## config.mk

```make
export PLATFORM = sky130hd
export DESIGN_NAME = calendar_time_difference
export DESIGN_NICKNAME = d
export VERILOG_FILES = /design/src/rtl/core/ctd_pkg.sv /design/src/rtl/core/ctd_accum.sv /design/src/rtl/core/calendar_time_difference.sv
export SDC_FILE = /design/constraint.sdc
export NUM_CORES = 1
export LEC_CHECK = 0
export BUFFER_PORTS_ARGS = -buffer_cell sky130_fd_sc_hd__buf_2
export CAP_MARGIN = 40
export CORE_ASPECT_RATIO = 0.8
export CORE_MARGIN = 4
export CORE_UTILIZATION = 35
export CTS_CLUSTER_DIAMETER = 100
export DETAILED_ROUTE_END_ITERATION = 7
export HOLD_SLACK_MARGIN = 0.12
export PLACE_DENSITY = 0.63
export SLEW_MARGIN = 20
export SYNTH_ARGS = -nofsm -noshare
export SYNTH_HDL_FRONTEND = slang
export SYNTH_SLANG_ARGS = --single-unit
```

## constraint.sdc

```tcl
create_clock -name i_clk -period 9.95 [get_ports i_clk]
set_input_delay 0.995 -clock i_clk [delete_from_list [all_inputs] [get_ports i_clk]]
set_output_delay 0.995 -clock i_clk [all_outputs]
set_load 0.01 [all_outputs]
```

## src/rtl/core/ctd_pkg.sv

```systemverilog
`timescale 1ns / 1ps
`default_nettype none
// ----------------------------------------------------------------------------
// Calendar time difference package
// Shared constants, control types and calendar helper functions.
// ----------------------------------------------------------------------------
package ctd_pkg;

    // Largest year span that is still a valid item.
    localparam int unsigned MAX_YEAR_SPAN = 20;
    localparam int unsigned YEAR_CNT_W    = $clog2(MAX_YEAR_SPAN + 1);

    // Accumulator holds a sign bit above the 32-bit result.
    localparam int unsigned ACC_W = 33;
    localparam int unsigned OPD_W = 32;

    localparam logic [OPD_W-1:0] SECS_PER_DAY  = 32'd86400;
    localparam logic [OPD_W-1:0] SECS_PER_HOUR = 32'd3600;
    localparam logic [OPD_W-1:0] SECS_PER_MIN  = 32'd60;
    localparam logic [OPD_W-1:0] SECS_PER_YEAR = 32'd31536000;
    localparam logic [3:0]       MONTHS_PER_YEAR = 4'd12;

    // Seconds from the start of the year to the start of each month.
    localparam logic [OPD_W-1:0] MONTH_START [12] = '{
        32'd0,        32'd2678400,  32'd5097600,  32'd7776000,
        32'd10368000, 32'd13046400, 32'd15638400, 32'd18316800,
        32'd20995200, 32'd23587200, 32'd26265600, 32'd28857600
    };

    // Term codes: the parts of a seconds-into-year value, one per step.
    localparam logic [2:0] TERM_MONTH = 3'd0;
    localparam logic [2:0] TERM_DAY   = 3'd1;
    localparam logic [2:0] TERM_HOUR  = 3'd2;
    localparam logic [2:0] TERM_MIN   = 3'd3;
    localparam logic [2:0] TERM_SEC   = 3'd4;

    // Control of the shared accumulate unit.
    typedef struct packed {
        logic clear;
        logic en;
        logic sub;
    } t_acc_ctl;

    // Month field to table index; zero maps to January, above 12 to December.
    function automatic logic [3:0] month_idx(input logic [3:0] mo);
        logic [3:0] v;
        if (mo == 4'd0) begin
            v = 4'd0;
        end else if (mo > MONTHS_PER_YEAR) begin
            v = MONTHS_PER_YEAR - 4'd1;
        end else begin
            v = mo - 4'd1;
        end
        return v;
    endfunction

    // One term of the seconds-into-year value of a timestamp.
    function automatic logic [OPD_W-1:0] term_value(
        input logic [2:0] sel,
        input logic [5:0] sec,
        input logic [5:0] mnt,
        input logic [4:0] hr,
        input logic [4:0] dy,
        input logic [3:0] mo
    );
        logic [OPD_W-1:0] v;
        logic [4:0]       dz;
        dz = (dy == 5'd0) ? 5'd0 : dy - 5'd1;
        case (sel)
            TERM_MONTH: v = MONTH_START[month_idx(mo)];
            TERM_DAY:   v = OPD_W'(dz) * SECS_PER_DAY;
            TERM_HOUR:  v = OPD_W'(hr) * SECS_PER_HOUR;
            TERM_MIN:   v = OPD_W'(mnt) * SECS_PER_MIN;
            TERM_SEC:   v = OPD_W'(sec);
            default:    v = '0;
        endcase
        return v;
    endfunction

endpackage
`default_nettype wire

```

## src/rtl/core/ctd_accum.sv

```systemverilog
`timescale 1ns / 1ps
`default_nettype none
// ----------------------------------------------------------------------------
// Shared accumulate unit
// One add/subtract unit with its accumulator register, reused for every year and every term.
// ----------------------------------------------------------------------------
module ctd_accum (
    input  wire logic                      i_clk,
    input  wire ctd_pkg::t_acc_ctl         i_ctl,
    input  wire logic [ctd_pkg::OPD_W-1:0] i_operand,
    output logic [ctd_pkg::ACC_W-1:0]      o_acc
);
    import ctd_pkg::*;

    logic [ACC_W-1:0] r_acc;
    logic [ACC_W-1:0] n_acc;
    logic [ACC_W-1:0] w_opd;

    assign w_opd = {1'b0, i_operand};

    // Add or subtract the operand; clear starts a new item.
    always_comb begin
        if (i_ctl.clear) begin
            n_acc = '0;
        end else if (i_ctl.en) begin
            n_acc = i_ctl.sub ? (r_acc - w_opd) : (r_acc + w_opd);
        end else begin
            n_acc = r_acc;
        end
    end

    always_ff @(posedge i_clk) begin
        r_acc <= n_acc;
    end

    assign o_acc = r_acc;

endmodule
`default_nettype wire

```

## src/rtl/core/calendar_time_difference.sv

```systemverilog
`timescale 1ns / 1ps
`default_nettype none
// After accepting an item the sequencer adds one year per year of span (0 to 20), then
// the month, day, hour, minute and second terms of now and of then, and registers the
// result with its strobe; an item with a bad year order or span skips to the final step.
// One item at a time, busy until the result strobe; the single shared adder adds one year
// or one term per cycle. Reset is synchronous and active low; the receiver cannot stall the result.
// ----------------------------------------------------------------------------
// Calendar time difference
// Elapsed seconds between two timestamps of a calendar without leap years.
// ----------------------------------------------------------------------------
module calendar_time_difference (
    input  wire logic        i_clk,
    input  wire logic        i_rst_n,
    input  wire logic        start,
    output logic             busy,
    input  wire logic [5:0]  i_then_second,
    input  wire logic [5:0]  i_then_minute,
    input  wire logic [4:0]  i_then_hour,
    input  wire logic [4:0]  i_then_day,
    input  wire logic [3:0]  i_then_month,
    input  wire logic [15:0] i_then_year,
    input  wire logic [5:0]  i_now_second,
    input  wire logic [5:0]  i_now_minute,
    input  wire logic [4:0]  i_now_hour,
    input  wire logic [4:0]  i_now_day,
    input  wire logic [3:0]  i_now_month,
    input  wire logic [15:0] i_now_year,
    output logic             o_done,
    output logic [31:0]      o_elapsed_seconds,
    output logic             o_span_error
);
    import ctd_pkg::*;

    typedef enum logic [3:0] {
        S_IDLE  = 4'b0001,
        S_YEARS = 4'b0010,
        S_TERMS = 4'b0100,
        S_FIN   = 4'b1000
    } t_state;

    t_state r_state, n_state;

    // Captured item.
    logic [5:0] r_then_sec, r_then_min, r_now_sec, r_now_min;
    logic [4:0] r_then_hr, r_then_day, r_now_hr, r_now_day;
    logic [3:0] r_then_mon, r_now_mon;

    logic [YEAR_CNT_W-1:0] r_yr_cnt, n_yr_cnt;
    logic                  r_yr_err, n_yr_err;
    logic [2:0]            r_term, n_term;
    logic                  r_side, n_side;

    logic        r_done, n_done;
    logic [31:0] r_elapsed, n_elapsed;
    logic        r_err, n_err;

    logic              w_accept;
    logic [16:0]       w_year_diff;
    logic              w_year_bad;
    t_acc_ctl          w_ctl;
    logic [OPD_W-1:0]  w_operand;
    logic [OPD_W-1:0]  w_term;
    logic [ACC_W-1:0]  w_acc;
    logic              w_fin_err;

    assign w_accept = start && !busy;
    assign busy     = (r_state != S_IDLE);

    // Year order and span check on the incoming item.
    assign w_year_diff = {1'b0, i_now_year} - {1'b0, i_then_year};
    assign w_year_bad  = w_year_diff[16] || (w_year_diff[15:0] > 16'(MAX_YEAR_SPAN));

    // Term of now (added) or of then (subtracted).
    always_comb begin
        if (r_side) begin
            w_term = term_value(r_term, r_then_sec, r_then_min, r_then_hr,
                                r_then_day, r_then_mon);
        end else begin
            w_term = term_value(r_term, r_now_sec, r_now_min, r_now_hr,
                                r_now_day, r_now_mon);
        end
    end

    assign w_operand = (r_state == S_YEARS) ? SECS_PER_YEAR : w_term;

    // Sequencer.
    always_comb begin
        n_state   = r_state;
        n_yr_cnt  = r_yr_cnt;
        n_yr_err  = r_yr_err;
        n_term    = r_term;
        n_side    = r_side;
        n_done    = 1'b0;
        n_elapsed = r_elapsed;
        n_err     = r_err;
        w_ctl     = '{clear: 1'b0, en: 1'b0, sub: 1'b0};
        unique case (r_state)
            S_IDLE: begin
                if (w_accept) begin
                    w_ctl.clear = 1'b1;
                    n_yr_err    = w_year_bad;
                    n_yr_cnt    = w_year_diff[YEAR_CNT_W-1:0];
                    n_term      = TERM_MONTH;
                    n_side      = 1'b0;
                    n_state     = w_year_bad ? S_FIN : S_YEARS;
                end
            end
            S_YEARS: begin
                if (r_yr_cnt == '0) begin
                    n_state = S_TERMS;
                end else begin
                    w_ctl.en = 1'b1;
                    n_yr_cnt = r_yr_cnt - YEAR_CNT_W'(1);
                end
            end
            S_TERMS: begin
                w_ctl.en  = 1'b1;
                w_ctl.sub = r_side;
                if (r_term == TERM_SEC) begin
                    n_term = TERM_MONTH;
                    n_side = 1'b1;
                    if (r_side) begin
                        n_state = S_FIN;
                    end
                end else begin
                    n_term = r_term + 3'd1;
                end
            end
            S_FIN: begin
                n_done    = 1'b1;
                n_err     = w_fin_err;
                n_elapsed = w_fin_err ? 32'd0 : w_acc[31:0];
                n_state   = S_IDLE;
            end
            default: begin
                n_state = S_IDLE;
            end
        endcase
    end

    // A negative accumulator means now precedes then.
    assign w_fin_err = r_yr_err || w_acc[ACC_W-1];

    // Control registers.
    always_ff @(posedge i_clk) begin
        if (!i_rst_n) begin
            r_state <= S_IDLE;
            r_done  <= 1'b0;
        end else begin
            r_state <= n_state;
            r_done  <= n_done;
        end
    end

    // Payload registers.
    always_ff @(posedge i_clk) begin
        r_yr_cnt  <= n_yr_cnt;
        r_yr_err  <= n_yr_err;
        r_term    <= n_term;
        r_side    <= n_side;
        r_elapsed <= n_elapsed;
        r_err     <= n_err;
        if (w_accept) begin
            r_then_sec <= i_then_second;
            r_then_min <= i_then_minute;
            r_then_hr  <= i_then_hour;
            r_then_day <= i_then_day;
            r_then_mon <= i_then_month;
            r_now_sec  <= i_now_second;
            r_now_min  <= i_now_minute;
            r_now_hr   <= i_now_hour;
            r_now_day  <= i_now_day;
            r_now_mon  <= i_now_month;
        end
    end

    ctd_accum u_accum (
        .i_clk     (i_clk),
        .i_ctl     (w_ctl),
        .i_operand (w_operand),
        .o_acc     (w_acc)
    );

    assign o_done            = r_done;
    assign o_elapsed_seconds = r_elapsed;
    assign o_span_error      = r_err;

    // The strobe rises in the cycle after the final step.
    a_done_after_fin: assert property (@(posedge i_clk) disable iff (!i_rst_n)
        (r_state == S_FIN) |=> o_done)
        else $error("result strobe missing after final step");

    // An error result always carries zero seconds.
    a_err_zero: assert property (@(posedge i_clk) disable iff (!i_rst_n)
        (o_done && o_span_error) |-> (o_elapsed_seconds == 32'd0))
        else $error("error result with nonzero seconds");

    // An accepted item makes the block busy.
    a_accept_busy: assert property (@(posedge i_clk) disable iff (!i_rst_n)
        w_accept |=> busy)
        else $error("block not busy after accepting an item");

    // One strobe per item.
    a_single_strobe: assert property (@(posedge i_clk) disable iff (!i_rst_n)
        o_done |=> !o_done)
        else $error("result strobe held for two cycles");

endmodule
`default_nettype wire

```

-- Yosys cells after proc, flatten, opt, wreduce, memory -nomap -nowiden
Memory sizes are Yosys's and may differ from the RTL's.
Index checks and enable logic that the tools add are counted.
- flip-flop bits (word level): 133
- latch bits: 0
- RAM bits: 0
- memory bits (read-only): 1024
- word-level logic and storage cells: 114
- memories kept: 2
- add/subtract/negate cells: 9
- $mul: 6
- divide/modulo/power cells: 0
- magnitude comparators: 5
- eq/ne operators: 14
- shift operators: 0
- multiplexer cells: 40
- bitwise logic cells: 2
- reductions and logical operators: 17
- memories (name ; words ; bits a word ; read ports ; clocked after Yosys merged registers in ; write ports ; line ; text):
    (name not given) ; 16 ; 32 ; 1 ; 0 ; 0 ; ctd_pkg.sv:70 ; TERM_MONTH: v = MONTH_START[month_idx(mo)];
    (name not given) ; 16 ; 32 ; 1 ; 0 ; 0 ; ctd_pkg.sv:70 ;
- operators by type and width (cell ; number):
    case mux 32 bit (5 select lines) ; 2
    2-to-1 mux 32 bit ; 6
    2-to-1 mux 4 bit ; 13
    adder 33 x 32 -> 33 bit ; 1
    2-to-1 mux 33 bit ; 1
    subtractor 33 x 32 -> 33 bit ; 1
    multiplier 5 x 10 -> 15 bit, second input constant ; 2
    multiplier 5 x 8 -> 13 bit, second input constant ; 2
    multiplier 6 x 4 -> 10 bit, second input constant ; 2
    2-to-1 mux 5 bit ; 4
    subtractor 16 x 16 -> 17 bit ; 1
    greater-than comparator 16 x 5 -> 1 bit, second input constant ; 1
    logical NOT 5 bit ; 3
    subtractor 5 x 1 -> 5 bit, second input constant ; 3
    case mux 4 bit (3 select lines) ; 1
    >= comparator 5 bit, second input constant ; 2
    inverter 4 -> 5 bit ; 2
    case mux 5 bit (2 select lines) ; 1
    greater-than comparator 4 bit, second input constant ; 2
    logical NOT 4 bit ; 2
    != test 2 bit, second input constant ; 4
    subtractor 4 x 1 -> 4 bit, second input constant ; 2
    2-to-1 mux 1 bit ; 7
    equality test 3 x 2 -> 1 bit, second input constant ; 2
    other kinds (20) ; 26

-- Logic depth before layout (Yosys ltp)
Gate-level depths: netlist (run 1).
- word-level depth: 14
- mapped depth: 34
- mapped depth without buffers: 34

-- Modules after synthesis
From an unflattened synthesis (run 1), not the netlist that was laid out.
- cells, all modules: 1547
- area, all modules: 13511.7 sq um
- by module, submodules not included (module ; times used ; cells an instance ; area each (sq um) ; seq. area each (sq um)):
    calendar_time_difference ; 1 ; 1034 ; 9765.6 ; 2952.8
    ctd_accum ; 1 ; 513 ; 3746.1 ; 660.6

-- Worst setup path before layout (run 1)
No wires, ideal clock.
- kind: flip-flop to flip-flop
- start: register r_then_day[0]
- end: register u_accum.r_acc[32] (netlist: u_accum.o_acc[32])
- library setup time: 0.127 ns
- data arrival time: 6.544 ns
- required time: 9.823 ns
- path slack: 3.279 ns
- stages on the path, launching flop included: 31
- buffers on the path: 1
- path through: edfxtp_1 > inv_1 > ha_1 > nor2b_1 > nor2b_1 > o21ai_0 > ha_1 > ha_1 > inv_1 > fa_1 > inv_1 > ha_1 > or3_1 > a21oi_1 > o21ai_0 > a221oi_2 > nor3_1 > and4_1 > buf_2 > a41o_1 > o31a_1 > ha_1 > nand2_1 > o21ai_0 > or4_1 > a31oi_1 > o41ai_1 > a311oi_1 > nor4b_1 > mux2_1 > or3b_1
- word-level cells in the longest chain between the ends: 8
- ends and longest elaborated chain (what ; line ; text):
    from (decl) ; calendar_time_difference.sv:46 ; logic [4:0] r_then_hr, r_then_day, r_now_hr, r_now_day;
    from (signal assigned) ; calendar_time_difference.sv:168 ; r_then_day <= i_then_day;
    subtractor 5 x 1 -> 5 bit or logical NOT 5 bit (tied branches) ; ctd_pkg.sv:68 ; dz = (dy == 5'd0) ? 5'd0 : dy - 5'd1;
    2-to-1 mux 5 bit (*) ; ctd_pkg.sv:68 ;
    multiplier 5 x 10 -> 15 bit (*) ; ctd_pkg.sv:71 ; TERM_DAY: v = OPD_W'(dz) * SECS_PER_DAY;
    case mux 32 bit (5 select lines) (*) ; ctd_pkg.sv:69 ; case (sel)
    2-to-1 mux 32 bit (*) ; calendar_time_difference.sv:76 ; if (r_side) begin
    2-to-1 mux 32 bit (*) ; calendar_time_difference.sv:85 ; assign w_operand = (r_state == S_YEARS) ? SECS_PER_YEAR : w_term;
    adder 33 x 32 -> 33 bit or subtractor 33 x 32 -> 33 bit (tied branches) ; ctd_accum.sv:26 ; n_acc = i_ctl.sub ? (r_acc - w_opd) : (r_acc + w_opd);
    2-to-1 mux 33 bit (*) ; ctd_accum.sv:26 ;
    to (signal assigned) ; ctd_accum.sv:33 ; r_acc <= n_acc;
    to (decl) ; ctd_accum.sv:15 ; logic [ACC_W-1:0] r_acc;
Every way passes the cells marked *; elsewhere a longest branch is shown, timed or not.
A chain may end at the register's enable or synchronous reset.

-- Worst setup path in the final report (run 1)
- start: register r_now_mon[0]
- end: register u_accum.r_acc[32] (netlist: u_accum.o_acc[32])
- word-level cells in the longest chain between the ends: 14
- ends and longest elaborated chain (what ; line ; text):
    from (decl) ; calendar_time_difference.sv:47 ; logic [3:0] r_then_mon, r_now_mon;
    from (signal assigned) ; calendar_time_difference.sv:174 ; r_now_mon <= i_now_month;
    subtractor 4 x 1 -> 4 bit or greater-than comparator 4 bit (tied branches) ; ctd_pkg.sv:52, ctd_pkg.sv:49 ;
    2-to-1 mux 4 bit ; ctd_pkg.sv:49 ; end else if (mo > MONTHS_PER_YEAR) begin
    2-to-1 mux 4 bit (*) ; ctd_pkg.sv:47 ; if (mo == 4'd0) begin
    2-to-1 mux 4 bit (*) ; ctd_pkg.sv:69 ;
    2-to-1 mux 4 bit (*) ; calendar_time_difference.sv:76 ;
    inverter 4 -> 5 bit (not written as such) (*) ; ctd_pkg.sv:70 ;
    memory (16 x 32 bit) (*) ; - ;
    2-to-1 mux 32 bit (not written as such) (*) (2 in a row) ; ctd_pkg.sv:70 ;
    case mux 32 bit (5 select lines) (*) ; ctd_pkg.sv:69 ;
    2-to-1 mux 32 bit (*) ; calendar_time_difference.sv:76 ;
    2-to-1 mux 32 bit (*) ; calendar_time_difference.sv:85 ;
    adder 33 x 32 -> 33 bit or subtractor 33 x 32 -> 33 bit (tied branches) ; ctd_accum.sv:26 ;
    2-to-1 mux 33 bit (*) ; ctd_accum.sv:26 ;
Every way passes the cells marked *; elsewhere a longest branch is shown, timed or not. The select of a mux whose other input is x is not followed.

==> results of run 1 <==
[power by group through the flow]
stage,clock (W),sequential (W),combinational (W)
after CTS,0.000698,0.000680,0.00120
after detailed placement,0,0.000691,0.00119
after global routing,0.000717,0.000683,0.00136
after global placement,0,0.000691,0.00118
final,0.000677,0.000677,0.00122
after floorplan,0,0.000676,0.000887
[placed cells by master (no fill, tap or decap), types with 34 or more instances in the layout]
master / Yosys / routed
xnor2_1: 48 / 48
nor2_1: 106 / 105
nor2b_1: 34 / 34
inv_1: 114 / 113
and2_1: 40 / 40
dfxtp_1: 38 / 38
ha_1: 176 / 176
nand2_1: 126 / 126
xor2_1: 34 / 34
buf_2: 18 / 121
o21ai_0: 89 / 89
a21oi_1: 117 / 117
edfxtp_1: 95 / 95
[flip-flops by register name, summed over array words and instances (netlist names)]
name               count
u_accum.o_acc         33
o_elapsed_seconds     32
r_now_min              6
r_now_sec              6
r_then_min             6
r_then_sec             6
r_now_day              5
r_now_hr               5
r_then_day             5
r_then_hr              5
r_yr_cnt               5
r_now_mon              4
r_state                4
r_then_mon             4
r_term                 3
o_done                 1
o_span_error           1
r_side                 1
r_yr_err               1
[per-layer routing]
layer,track usage (%),up-vias,wire length (um)
li1,-,5933,-
met3,4.274,33,2832
met4,5.562,0,630
met2,29.59,357,17340
met5,0,-,0
met1,26.66,5720,19380
[worst max path at each step]
stage / to / slack, ps / depth (start not counted)
floorplan: u_accum.o_acc[32] / 3280 / 30
global placement: u_accum.o_acc[32] / 2360 / 29
detailed placement: u_accum.o_acc[32] / 2180 / 27
CTS: u_accum.o_acc[32] / 2110 / 28
global route: u_accum.o_acc[32] / 1350 / 27
finish: u_accum.o_acc[32] / 1980 / 28
[logic make-up (layout without fill, tap and decap cells)]
logic type	count (synthesis)	count (layout)	synth area share (%)
buffers and inverters	172	280	5.043
adder cells (fa/ha/maj)	208	208	20.64
AO/OA/AOI/OAI	463	463	22.98
XOR/XNOR	82	82	5.215
AND/OR/NAND/NOR	481	481	18.40
flip-flops	133	133	26.24
multiplexers	20	20	1.481
[area by class of cell]
cell class | count | share of cell area, %
multi-input combinational | 1254 | 61.06
sequential | 133 | 23.28
timing repair buffer | 133 | 4.659
tap | 528 | 4.256
clock buffer | 19 | 2.853
inverter | 115 | 2.789
clock inverter | 13 | 1.104
[through the flow]
step	util (%)	hold WS, ps	instances	area (sq um)	setup WS [ps]
finish	40.30	481.5	2195	15520	1978
CTS	40.26	481.5	2194	15510	2113
global route	40.30	524.6	2195	15520	1352
floorplan	-	444.5	1559	13770	3279
global placement	38.59	461.8	2161	14870	2361
detailed placement	38.67	473.6	2162	14890	2182
[worst max-delay path, delay by kind of cell (launching register included)]
| family | cells | cell delay, ps |
|---|---|---|
| buf+inv | 2 | 340 |
| compound gates | 12 | 2720 |
| fa+ha+maj | 3 | 1150 |
| simple gates | 9 | 2490 |
| flops | 1 | 620 |
| xor+xnor | 1 | 210 |
| mux | 1 | 310 |
==> impl_results.md, run 1 <==
- R2R depth: 28
- Arrival @ worst endpoint: 8300 ps
- Cell accounting for the most synthesized area: edfxtp_1
- Fillcell total: 3876
- Cts-stage hold buffer count: 0
- Commonest cells post-synth: ha_1 (176), nand2_1 (126), a21oi_1 (117)
- Post-synthesis cell count: 1559
- FMAX: 125.4 MHz
- Maximum vdd drop: 0.1312 mV
- Clock tree sinks: 133
- Global route overflow: 0
- Syn. warnings: 0
- Crit path capture type: flip-flop
- Synthesized cell area: 0.01377 sq mm
- PwrDens: 166.1 mW/mm^2
- Area Growth Syn to Fin: 12.72%
- Capturing point of the worst reg2reg path: u_accum.o_acc[32]
- Unrepaired setup endpoints after global routing: no
- Via total after detailed routing: 12.04k
- Clk Latency, worst-skew pair: 460 ps
- Worst Hold End: u_accum.o_acc[18]
- Vias in the first global route: 11.85k
- PortBufs: 121
- Post-CTS Setup Bufs: 0
- Max-slew violation count: 0
- Part of the power in registers: 26.3%
- Crit start category: flip-flop
- CTS Buffer Depth: 2
- Worst reg2reg setup slack: 1980 ps
- First-pass GRT wire length: 64.91 mm
- First DRT Iteration DRCs: 933
- Area occupied by multi-input gates: 0.009478 sq mm
- Routability Congestion: 0.9638
- Lkg Pwr: 6.663 nW
- R2R Path Start: r_now_mon[0]
- Register Area: 0.003613 sq mm
- Netlist cell types: 99
- Power, Total: 0.002578 W
- Comb power frac: 47.5%
- Via-to-Cell Ratio: 5.487
- Worst Tran Pin Value: 851.5 ps
- Layout cells sized above 1: 12.90%
- Clock tree root buffer cell: clkbuf_16
- Clock share of power: 26.3%
- Yosys reg bits: 133
- Endpoints failing hold: 0
- CP max-delay cell: a311oi_1
- Core area: 0.03852 sq mm
- Hold Startpoint: u_accum.o_acc[18]
- Routed WL: 40.19 mm
- Antenna diodes: 0
- Critical path class: flip-flop to flip-flop
- Site row count: 64
- Top Ports: 122
- Final min period: 7972 ps
- CTS resizes: 0
- TritonRoute pass-1 iters: 7
- H-tree depth: 4
- Total CTS buffers: 17
- Layout net count: 1949
- Die area: 0.04260 sq mm
- Mapped Nets: 1854
- Critical path startpoint: r_now_mon[0]
- Drt wl/cell: 18.31 um
- CP required: 10280 ps
- Slowest Stage Delay on Critical Path: 670 ps
- Die Wd: 229.8 um
- Setup TNS: 0 ps
- Routed Antenna Nets: 0
- Number of enable flip-flop cells after synthesis: 95
- Total GRT Usage: 19.04%
- CTS tree: done
- Most common cell in the synthesized netlist: ha_1
- Ys flop type: edfxtp_1
- Final Cycle Share: 80.12%
- Internal Pwr Total: 0.001522 W
- Antenna violations before repair: 0
- Avg Inst Size Synth: 8.833 sq um
- DRC: 0
- Top post-synthesis cells by area: edfxtp_1 (21%), ha_1 (16%), dfxtp_1 (5.5%), fa_1 (4.7%), a21oi_1 (4.3%)
- Pin count of the biggest net entering global routing: 56
- Status: complete, no violations
- Dpl hpwl: 31.69 mm
- Critical Path Fanout Max: 19
- Slew Limit Headroom: 42.89%
- Clock Pin Slew Worst Setup and Hold Paths: 60 ps
- Max Clock Skew: 20.26 ps
- Top-area cell type share of the netlist area: 20.72%
- Min-Delay Path Depth: 2
- Initial Utilization: 35.75%
- Hold crit path type: flip-flop to flip-flop
- P_sw: 0.001056 W
- Final setup violation count: 0
- Max-Cap Viols: 0
- Register area share after synthesis: 26.24%
- Ys async rst share: 0%
- Die H: 185.4 um
- Sw Share: 40.95%
No activity file was read; power rests on OpenSTA's default activity.
==> run 2: changes to the inputs <==
--- a/config.mk
+++ b/config.mk
@@ -13,7 +13,7 @@
 export CTS_CLUSTER_DIAMETER = 100
 export DETAILED_ROUTE_END_ITERATION = 7
 export HOLD_SLACK_MARGIN = 0.12
-export PLACE_DENSITY = 0.63
+export PLACE_DENSITY = 0.64
 export SLEW_MARGIN = 20
 export SYNTH_ARGS = -nofsm -noshare
 export SYNTH_HDL_FRONTEND = slang
==> constraint.sdc (replaced) <==
create_clock -name i_clk -period 7.1 [get_ports i_clk]
set_input_delay 0.71 -clock i_clk [delete_from_list [all_inputs] [get_ports i_clk]]
set_output_delay 0.71 -clock i_clk [all_outputs]
set_load 0.01 [all_outputs]
==> impl_results.md, run 2 (synthesis gave the netlist of run 1 again) <==
- Core area: 0.03852 sq mm (unchanged)
- Die Wd: 229.8 um (unchanged)
- Commonest non-fill, non-tap cell in the layout: ha_1
- Routed WL: 41.11 mm (+2.3%)
- Non-Filler Cell Area, Final: 0.01658 sq mm (+6.8%)
- Max-slew violation count: 0 (unchanged)
- H-tree depth: 4 (unchanged)
- Clk Latency, worst-skew pair: 460 ps (about the same)
- CP top delay family: compound AO/OA/AOI/OAI gates
- PwrDens: 229.9 mW/mm^2 (+38%)
- CP Buf/Inv Count: 5 (+3)
- Initial Utilization: 35.75% (unchanged)
- Critical Path Fanout Max: 5 (-14)
- Placed Cells: 2221 (+2.7%)
- Routability Congestion: 0.9452 (-1.9%)
- Hold crit path type: input port to flip-flop
- Setup WS pre-CTS: -147.5 ps (-2330 ps)
- Drt wl/cell: 18.06 um (-1.4%)
- Layout net count: 2031 (+4.2%)
- Critical path class: flip-flop to flip-flop
- Total GRT Usage: 19.07% (+0.029 points)
- Via total after detailed routing: 12.50k (+3.8%)
- Core Util, Final: 43.04% (+2.7 points)
- Setup TNS: 0 ps (unchanged)
- CTS Buffer Depth: 2 (unchanged)
- Via-to-Cell Ratio: 5.489 (about the same)
- Status: complete, no violations
- Endpoints failing hold: 0 (unchanged)
- Slack of the critical path: 207.2 ps (-1770 ps)
- FMAX: 145.1 MHz (+16%)
- CP required: 7430 ps (-2850 ps)
- Slew Limit Headroom: 48.12% (+5.2 points)
- Max-Cap Viols: 0 (unchanged)
- Final setup violation count: 0 (unchanged)
- Final Cycle Share: 97.08% (+17 points)
- TritonRoute pass-1 iters: 5 (-2)
- Arrival @ worst endpoint: 7230 ps (-1070 ps)
- Top Ports: 122 (unchanged)
- Vias in the first global route: 12.05k (+1.7%)
- First DRT Iteration DRCs: 1079 (+16%)
- Final min period: 6893 ps (-1080 ps)
- Area Growth Syn to Fin: 20.38%
- Crit path capture type: flip-flop
- Pin count of the biggest net entering global routing: 68 (+21%)
- Antenna diodes: 0 (unchanged)
- Antenna violations before repair: 1 (+1)
- Non-filler instance count after layout: 2277 (+3.7%)
- DRC: 0 (unchanged)
- Clock tree sinks: 133 (unchanged)
- First-pass GRT wire length: 64.87 mm (about the same)
- Global route overflow: 0 (unchanged)
- Dpl hpwl: 32.04 mm (+1.1%)
- Post-DP Area: 0.01532 sq mm (+2.8%)
- Clock tree root buffer cell: clkbuf_16
- Die area: 0.04260 sq mm (unchanged)
- Site row count: 64 (unchanged)
- Layout cells sized above 1: 21.15% (+8.3 points)
- Die H: 185.4 um (unchanged)
- Slowest Stage Delay on Critical Path: 530 ps (-140 ps)
- Worst Tran Pin Value: 778.2 ps (-73.30 ps)
- Largest register FFs: 33 (unchanged)
- Commonest non-fill, non-tap cells in the layout: ha_1 (169), nand2_1 (124), buf_2 (121)
- Lkg Pwr: 7.175 nW (+7.7%)
- CTS tree: done
- PortBufs: 121 (unchanged)
- Crit start category: flip-flop
- Routed Antenna Nets: 0 (unchanged)
- Max Clock Skew: 14.62 ps (-5.641 ps)
- Clock Pin Slew Worst Setup and Hold Paths: 70 ps (about the same)
- CP max-delay cell: or4_4
- Total CTS buffers: 17 (unchanged)
- Maximum vdd drop: 0.1913 mV (+46%)
run 2: cell count changes in the layout (fill, tap and decap cells not counted), sizes merged:
cell and delta:
buf +82, clkbuf -2, clkinv +2, clkinvlp +2
inv -2
run 2: timing repair:
item / in CTS / in global routing
hold buffers: 0 / 0
buffers inserted: 0 / 23
endpoints found under the setup margin: 1 / 7
pin swaps: 0 / 34
resized for setup: 4 / 95
run 2: worst paths after layout:
kind / start / endpoint / slack, ps / cells after the start
worst max register to register: r_then_day[0] / u_accum.o_acc[32] / 210 / 32
worst min register to register: u_accum.o_acc[28] / u_accum.o_acc[28] / 480 / 2
worst min-delay path: i_now_hour[2] / r_now_hr[2] / 420 / 1
worst max-delay path: r_then_day[0] / u_accum.o_acc[32] / 210 / 32
run 2: layout make-up:
class | count | area (sq um)
sequential | 133 | 3613
inverter | 115 | 432.9
clock buffer | 17 | 425.4
tap | 528 | 660.6
multi-input combinational | 1254 | 9928
fill | 3781 | 21940
timing repair buffer | 215 | 1335
clock inverter | 15 | 181.4
run 2: metal layers:
layer	global-route usage (%)	part of all wire, %
met5	0	0.017
met3	4.613	6.1
met1	26.91	48
met2	29.13	43
met4	5.538	2.3
run 2: through the flow:
step                hold slack (ps)  power [W]
floorplan                     444.5   0.002190
global placement              464.9   0.002671
detailed placement            474.8   0.002698
CTS                           378.2   0.003660
global route                  397.4   0.004079
finish                        425.0   0.003811
run 2: power breakdown:
part           total [W]  switching (W)  internal, W
Sequential      0.000937      0.0000488     0.000888
Combinational    0.00195        0.00113     0.000825
Clock           0.000923       0.000370     0.000553
